File: config.mk
export PLATFORM = sky130hd
export DESIGN_NAME = hcrt_ctrl
export DESIGN_NICKNAME = d
export VERILOG_FILES = /design/src/sv/hcrt_pkg.sv /design/src/sv/hcrt_ctrl.sv
export VERILOG_INCLUDE_DIRS = /design/src /design/src/sv
export SDC_FILE = /design/constraint.sdc
export NUM_CORES = 1
export LEC_CHECK = 0
export BUFFER_PORTS_ARGS = -buffer_cell sky130_fd_sc_hd__buf_4
export CAP_MARGIN = 20
export CORE_AREA = 3 3 40 42
export DETAILED_ROUTE_END_ITERATION = 7
export DIE_AREA = 0 0 43 45
export PLACE_DENSITY = 0.49
export SYNTH_ARGS = -nofsm -noshare
export SYNTH_HDL_FRONTEND = slang
export SYNTH_SLANG_ARGS = --single-unit
export TNS_END_PERCENT = 30
File: constraint.sdc
create_clock -name clk_i -period 2 [get_ports clk_i]
set_input_delay 0.4 -clock clk_i [delete_from_list [all_inputs] [get_ports clk_i]]
set_output_delay 0.4 -clock clk_i [all_outputs]
set_load 0.05 [all_outputs]
File: src/sv/assert_macros.svh
// Assertion macros used by the controller of the cluster replacement table.
`ifndef ASSERT_MACROS_SVH
`define ASSERT_MACROS_SVH

// Check a property on every clock edge outside reset.
`define HCRT_ASSERT(lbl, prop, msg) \
  lbl: assert property (@(posedge clk_i) disable iff (!rst_ni) (prop)) else $error(msg);

// Check a property on every clock edge, reset included.
`define HCRT_ASSERT_ALWAYS(lbl, prop, msg) \
  lbl: assert property (@(posedge clk_i) (prop)) else $error(msg);

`endif

File: src/sv/hcrt_pkg.sv
// Types, constants and codes of the cluster replacement table.
package hcrt_pkg;

  // Store geometry
  localparam int NumClusters = 1024;
  localparam int Ways        = 3;
  localparam int ClusterBits = $clog2(NumClusters);
  localparam int WayBits     = 2;
  localparam int KeyBits     = 64;
  localparam int DepthBits   = 8;
  localparam int GbBits      = 8;
  localparam int PayloadBits = 48;
  localparam int KeepBits    = DepthBits + 2;

  // Generation and bound byte handling
  localparam logic [GbBits-1:0] LowBoundMask = 8'h07;
  localparam logic [GbBits-1:0] GenMask      = 8'hF8;
  localparam logic [9:0]        AgeBias      = 10'd263;

  // Operation codes
  localparam logic [1:0] OpProbe  = 2'd0;
  localparam logic [1:0] OpInsert = 2'd1;
  localparam logic [1:0] OpClear  = 2'd2;

  // Register index
  localparam logic RegGeneration = 1'b0;

  typedef struct packed {
    logic [KeyBits-1:0]     key;
    logic [DepthBits-1:0]   depth;
    logic [GbBits-1:0]      gen_bound;
    logic [PayloadBits-1:0] payload;
  } entry_t;

  typedef entry_t [Ways-1:0] row_t;

  // Controller to datapath
  typedef struct packed {
    logic capture;   // latch the transaction and read its cluster
    logic sweep_we;  // zero the row under the sweep counter and advance
    logic commit;    // load the result and, for a probe or insert, write back the cluster
  } cmd_t;

  // Datapath to controller
  typedef struct packed {
    logic sweep_last;
  } sts_t;

endpackage

File: src/sv/hcrt_ctrl.sv
// Controller: sequences clearing sweeps, read and commit of each transaction.
`include "assert_macros.svh"

module hcrt_ctrl (
  input  logic            clk_i,
  input  logic            rst_ni,
  input  logic            in_valid_i,
  output logic            in_ready_o,
  input  logic [1:0]      opcode_i,
  output logic            out_valid_o,
  input  logic            out_ready_i,
  output hcrt_pkg::cmd_t  cmd_o,
  input  hcrt_pkg::sts_t  sts_i
);

  localparam logic [1:0] StInit  = 2'd0;
  localparam logic [1:0] StIdle  = 2'd1;
  localparam logic [1:0] StExec  = 2'd2;
  localparam logic [1:0] StSweep = 2'd3;

  logic [1:0] state_q, state_d;
  logic       out_valid_q, out_valid_d;
  logic       accept;

  assign in_ready_o  = (state_q == StIdle);
  assign accept      = in_valid_i && in_ready_o;
  assign out_valid_o = out_valid_q;

  // Decide the next state and the commands
  always_comb begin
    state_d        = state_q;
    cmd_o.capture  = 1'b0;
    cmd_o.sweep_we = 1'b0;
    cmd_o.commit   = 1'b0;
    unique case (state_q)
      StInit: begin
        cmd_o.sweep_we = 1'b1;
        if (sts_i.sweep_last) state_d = StIdle;
      end
      StIdle: begin
        if (accept) begin
          cmd_o.capture = 1'b1;
          state_d = (opcode_i == hcrt_pkg::OpClear) ? StSweep : StExec;
        end
      end
      StSweep: begin
        cmd_o.sweep_we = 1'b1;
        if (sts_i.sweep_last) state_d = StExec;
      end
      StExec: begin
        // hold until the output register is free
        if (!out_valid_q || out_ready_i) begin
          cmd_o.commit = 1'b1;
          state_d = StIdle;
        end
      end
      default: state_d = StInit;
    endcase
  end

  // Track the pending result
  always_comb begin
    out_valid_d = out_valid_q;
    if (out_ready_i) out_valid_d = 1'b0;
    if (cmd_o.commit) out_valid_d = 1'b1;
  end

  always_ff @(posedge clk_i or negedge rst_ni) begin
    if (!rst_ni) begin
      state_q     <= StInit;
      out_valid_q <= 1'b0;
    end else begin
      state_q     <= state_d;
      out_valid_q <= out_valid_d;
    end
  end

  `HCRT_ASSERT(a_accept_to_exec, (accept && opcode_i != hcrt_pkg::OpClear) |=> (state_q == StExec), "accepted transaction did not move to execute")
  `HCRT_ASSERT(a_stall_holds, (state_q == StExec && out_valid_q && !out_ready_i) |=> (state_q == StExec && out_valid_q), "execute did not hold behind a pending result")
  `HCRT_ASSERT(a_sweep_done, (state_q == StSweep && sts_i.sweep_last) |=> (state_q == StExec), "clear sweep did not end in a result")
  `HCRT_ASSERT(a_no_ready_in_sweep, (state_q == StInit || state_q == StSweep) |-> !in_ready_o, "transaction taken during a clearing sweep")

endmodule

---- Word-level counts from Yosys, hierarchy flattened ----
Index checks and enable logic that the tools add are counted.
storage, ports and cells
  flip-flop bits (word level) ............. 3
operators by class
  mux-type cells .......................... 13
  equality and inequality tests ........... 8
  reductions and logical operators ........ 7
operators with widths
  operator                                               number
  2-to-1 mux 1 bit                                       8
  2-to-1 mux 2 bit                                       4
  one-hot mux 2 bit (4 select lines)                     1
  == test 2 bit, second input constant                   3
  inequality test 2 bit, second input constant           3
  AND reduction 4 bit                                    1
  == test 2 x 1 -> 1 bit, second input constant          1
  zero test 2 bit                                        1
  inequality test 2 x 1 -> 1 bit, second input constant  1
  nonzero test 2 bit                                     1
  OR reduction 2 bit                                     1
  logical AND 1 bit                                      1
  zero test 1 bit                                        1
  logical OR 1 bit                                       1

---- Depth between registers and ports, before layout ----
Gate-level depths: netlist of the first run.
  depth after elaboration ................. 5
  mapped depth ............................ 5
  gate-level depth less buffers ........... 5

---- Worst setup path after synthesis of the first run ----
OpenSTA, ideal clock, no wires.
  path kind ............................... register -> output
  start ................................... register state_q[1]
  end ..................................... output port cmd_o[2] in the netlist's numbering
  arrival time ............................ 1.403 ns
  stages on the path, launching flop included .. 4
  setup slack ............................. 0.197 ns
  path buffers ............................ 0
  cell sequence ........................... dfrtp_1 inv_1 ha_1 and2_2
RTL lines
  item                    line             text
  from (decl)             hcrt_ctrl.sv:21  logic [1:0] state_q, state_d;
  from (signal assigned)  hcrt_ctrl.sv:70  state_q <= StInit;
  from (signal assigned)  hcrt_ctrl.sv:73  state_q <= state_d;
  to (decl)               hcrt_ctrl.sv:12  output hcrt_pkg::cmd_t cmd_o,

==> qor.txt, run 1 <==
Avg WL per Cell - 9.46 um
Worst-Margin Slew - 0.222 ns
CP Class - reg2out
Syn_area_per_cell - 9.41 um^2
Crit end category - primary output
Share of the synthesized area in the top cell type - 29.6%
DRC Markers - 0
H-tree lvl count - 1
Worst slew margin - 85.1%
CP max FO - 6
Outcome - complete, no violations
Simple-Gate Fraction of Synth Area - 19.2%
Initial antenna violation count - 0
Setup Skew - 0.00114 ns
FMAX - 578 MHz
Total wire length - 539 um
Fraction of layout cells with a size suffix above 1 - 35.7%
Via count - 227
Reg2reg end - state_q[0]
TritonCTS buffer count - 3
Initial DRT Pass Iterations - 2
Largest cells by area after synthesis - dfrtp_1, ha_1, inv_1
Final Cycle Share - 86.5%
Die ar. - 0.00194 mm^2
Fin area - 384 um^2
Synthesized flop and latch total - 3
Area delta synth->final - 51.2%
Vias in the first global route - 251
Final setup vio count - 0
Post-Syn Area - 254 um^2
Synth Warn # - 0
Post-synthesis sequential area ratio - 29.6%
Crit path required time - 1.60 ns
Total grt overflow - 0
Die width - 43 um
IO Pins - 12
Hold path start - out_ready_i
Hold Crit Depth - 3
Startpoint types - flip-flop
Antenna cell count - 0
Hold WS - 0.454 ns
HPWL after DPL - 406 um
Die Y - 45 um
CTS tree - done
Hold EP - out_valid_o
Largest net degree at the start of global routing - 7
Fin crit period - 1.73 ns
Final hold vios - 0
Flop2flop setup slack - 0.65 ns
Placed Area - 348 um^2
Clk slew on worst S/H paths - 0.04 ns
Drt via density - 3.98
Adder-Cell Fraction of Synth Area - 19.7%
Largest family of logic cells by synthesized area - compound AO/OA/AOI/OAI gates
Core Box Area - 0.00128 mm^2
Post-synthesis compound-gate area fraction - 21.2%
Worst-Skew Late Latency - 0.23 ns
Util after Layout - 29.9%
Final TNS setup - 0 ns
Min-Delay Path Class - in2reg
Initial DRC count - 2
Post-route ant nets - 0
Syn_nets - 38
Post-synth cell types - 16
RSZ-0062 raised after global routing - no
R2R depth - 5
Most common cell after layout, fill and taps aside - buf_4
Clock sinks - 3
Crit path DAT - 1.33 ns
Cells after Synth - 27
Placer Congestion - 0.668
Starting density of the core - 19.8%
FP Rows - 13
Max_cap viols - 0
Commonest cells after routing, fill and taps aside - buf_4, inv_1, ha_1
Global-route wire length before repair - 841 um
Multiplexer share of the synthesized area - 0%
Total GRT Usage - 5.83%
Max clock buf depth - 2
Max Slew Vio Count - 0
RR Startpoint - state_q[0]
Synth Area in XOR/XNOR - 0%
Buffers on Ports - 11
Clock root buffer - clkbuf_4
Yosys top cell by area - dfrtp_1
Fin nets - 54
==> critical path, cell delays in order (launching register included) <==
cell     delay, ns
dfrtp_1       0.41
inv_1         0.09
ha_1          0.25
and2_2        0.17
buf_4         0.19
==> routing by layer <==
layer / global-route usage (%) / part of all wire [%] / vias to the layer above / routed length [um]
met2: 12.6 / 59 / 2 / 316
li1: - / - / 120 / -
met4: 5.42 / 0 / 0 / 0
met5: 0 / 0 / - / 0
met1: 4.35 / 39 / 105 / 208
met3: 0.398 / 2.6 / 0 / 14
==> state kept, by name (all words and copies together) (netlist names) <==
register / cells
out_valid_o: 1
state_q: 2
==> metrics by stage <==
| stage | setup WS, ns | instances |
|---|---|---|
| 2_1_floorplan | 0.197 | 27 |
| 3_3_place_gp | 0.543 | 52 |
| 3_5_place_dp | 0.522 | 52 |
| 4_1_cts | 0.248 | 57 |
| 5_1_grt | 0.200 | 57 |
| 6_report | 0.270 | 57 |
==> logic make-up (layout without fill, tap and decap cells) <==
kind of cell	after synthesis	count (layout)
compound gates	7	7
buf+inv	6	21
flops	3	3
simple gates	7	7
fa+ha+maj	4	4
==> Yosys cell counts, drive strengths merged <==
library cell	n
inv	5
ha	4
dfrtp	3
nand2b	3
and2	2
a211oi	1
a2bb2oi	1
a31oi	1
and3b	1
buf	1
nand3b	1
o211a	1
o21ai	1
o21bai	1
o22a	1
==> repair_timing <==
action                    4_1_cts  5_1_grt
hold endpoints to repair        3        0
resized for setup               0        0
hold buffers                    1        0
buffers inserted                0        0
==> how the worst max path moves through the flow <==
stage                from        to  slack, ns  depth (start not counted)
3_3_place_gp   state_q[1]  cmd_o[2]       0.54                          4
6_report       state_q[1]  cmd_o[2]       0.27                          4
4_1_cts        state_q[1]  cmd_o[2]       0.25                          4
3_5_place_dp   state_q[1]  cmd_o[2]       0.52                          4
2_1_floorplan  state_q[1]  cmd_o[2]       0.20                          3
5_1_grt        state_q[1]  cmd_o[2]       0.20                          4
==> final cells by class <==
cell class / instances / area [um^2]
multi-input cells: 18 / 153
inverters: 5 / 18.8
repair buffers: 12 / 92.6
well taps: 15 / 18.8
clock buffers: 4 / 26.3
fillers: 137 / 901
flip-flops and latches: 3 / 75.1
Power of run 1 is not shown: default switching activity piles up to over one toggle a cycle in this logic, so the estimate is an artifact.
==> run 2: changes to the inputs <==
--- a/config.mk
+++ b/config.mk
@@ -6,12 +6,14 @@
 export SDC_FILE = /design/constraint.sdc
 export NUM_CORES = 1
 export LEC_CHECK = 0
-export BUFFER_PORTS_ARGS = -buffer_cell sky130_fd_sc_hd__buf_4
 export CAP_MARGIN = 20
 export CORE_AREA = 3 3 40 42
 export DETAILED_ROUTE_END_ITERATION = 7
 export DIE_AREA = 0 0 43 45
-export PLACE_DENSITY = 0.49
+export DONT_BUFFER_PORTS = 1
+export PLACE_DENSITY = 0.41
+export REMOVE_ABC_BUFFERS = 1
+export SETUP_SLACK_MARGIN = 0.02
 export SYNTH_ARGS = -nofsm -noshare
 export SYNTH_HDL_FRONTEND = slang
 export SYNTH_SLANG_ARGS = --single-unit
==> run 2 against run 1 <==
Design area down 18%. Setup slack got worse by 0.012 ns. Final cell count down 16%. Critical path type unchanged. Largest cell class unchanged.
==> qor.txt, run 2 (same netlist as run 1, synthesis figures left out) <==
CP Class - reg2out
Largest net degree at the start of global routing - 6 (-1)
Area delta synth->final - 24.6%
Fin crit period - 1.74 ns (+0.0116 ns)
Post-route ant nets - 0 (unchanged)
Max Slew Vio Count - 0 (unchanged)
FP Rows - 13 (unchanged)
Clock root buffer - clkbuf_4
Global-route wire length before repair - 793 um (-5.7%)
Avg WL per Cell - 10.0 um (+5.8%)
Crit path DAT - 1.34 ns (about the same)
HPWL after DPL - 386 um (-5.0%)
Initial DRT Pass Iterations - 2 (unchanged)
Initial DRC count - 1 (-1)
Reg with most FFs - state_q
Total wire length - 480 um (-11%)
CP max FO - 4 (-2)
DRC Markers - 0 (unchanged)
Worst-Skew Late Latency - 0.23 ns (about the same)
Outcome - complete, no violations
Hold Crit Depth - 2 (-1)
Clock sinks - 3 (unchanged)
IO Pins - 12 (unchanged)
Worst-Margin Slew - 0.496 ns (+0.274 ns)
Crit end category - primary output
FMAX - 574 MHz (-0.67%)
Crit path required time - 1.60 ns (about the same)
Placer Congestion - 0.681 (+2.0%)
Most common cell after layout, fill and taps aside - inv_1
Commonest cells after routing, fill and taps aside - inv_1, ha_1, nand2b_1, clkbuf_4, dfrtp_1
Total grt overflow - 0 (unchanged)
Drt via density - 4.10 (+3.1%)
Fin nets - 45 (-17%)
Core Box Area - 0.00128 mm^2 (unchanged)
Setup Skew - 0.000899 ns (-0.000242 ns)
Final hold vios - 0 (unchanged)
Min-Delay Path Class - in2reg
Max reg flops - 2 (unchanged)
Postcts setup bufs - 0 (unchanged)
Die width - 43 um (unchanged)
R2R depth - 5 (unchanged)
Die Y - 45 um (unchanged)
Max clock buf depth - 2 (unchanged)
Max_cap viols - 0 (unchanged)
Fraction of layout cells with a size suffix above 1 - 18.2% (-18 points)
Initial antenna violation count - 0 (unchanged)
Total GRT Usage - 5.84% (+0.0097 points)
Worst slew margin - 67.2% (-18 points)
Buffers on Ports - 0 (-11)
Antenna cell count - 0 (unchanged)
Clk slew on worst S/H paths - 0.04 ns (about the same)
CTS tree - done
Final setup vio count - 0 (unchanged)
Vias in the first global route - 210 (-16%)
Startpoint types - flip-flop
RSZ-0062 raised after global routing - no
TritonCTS buffer count - 3 (unchanged)
Starting density of the core - 19.8% (unchanged)
Final Cycle Share - 87.1% (+0.58 points)
H-tree lvl count - 1 (unchanged)
Via count - 197 (-13%)
Final TNS setup - 0 ns (unchanged)
Die ar. - 0.00194 mm^2 (unchanged)
-- run 2: cell types whose count changed in the layout (fill, tap and decap cells not counted) --
cell,previous run,this run
buf_4,11,2
-- run 2: critical path, cell delays in order, from the launching register on --
cell,delay [ns]
dfrtp_1,0.40
inv_1,0.09
ha_1,0.17
and2_1,0.44
-- run 2: worst paths after layout --
check / slack (ns) / endpoint / startpoint
setup / recovery: 0.26 / cmd_o[0] / state_q[0]
hold / removal: 0.37 / out_valid_o / out_ready_i
setup reg to reg: 0.63 / state_q[0] / state_q[1]
hold reg to reg: 0.51 / out_valid_o / out_valid_o
max in group asynchronous: 1.44 / out_valid_o / rst_ni
min in group asynchronous: 0.42 / state_q[0] / rst_ni
-- run 2: per-layer routing --
metal	track usage, %	vias up	share of wire, %
li1	-	102	-
met1	6.55	86	47
met2	7.78	9	44
met3	3.19	0	9.2
met4	5.42	0	0
met5	0	-	0
-- run 2: stage by stage --
stage	utilization (%)	instance area (um^2)	hold WS, ns	setup slack (ns)	std cells
after floorplan	-	246	0.104	0.197	26
after global placement	21.8	280	0.104	0.473	43
after detailed placement	21.8	280	0.105	0.490	43
after CTS	24.6	317	0.361	0.234	48
after global routing	24.6	317	0.404	0.143	48
final	24.6	317	0.367	0.258	48
-- run 2: what timing repair did --
| item | CTS | global route |
|---|---|---|
| hold buffers | 1 | 0 |
| resized for setup | 0 | 0 |
| endpoints found under the hold margin | 3 | 0 |
-- run 2: final cells by class --
class | count | area (um^2)
Multi-Input combinational cell | 18 | 153
Fill cell | 148 | 968
Inverter | 5 | 18.8
Timing Repair Buffer | 3 | 25.0
Clock buffer | 4 | 26.3
Tap cell | 15 | 18.8
Sequential cell | 3 | 75.1
Power of run 2 is left out for the same reason.
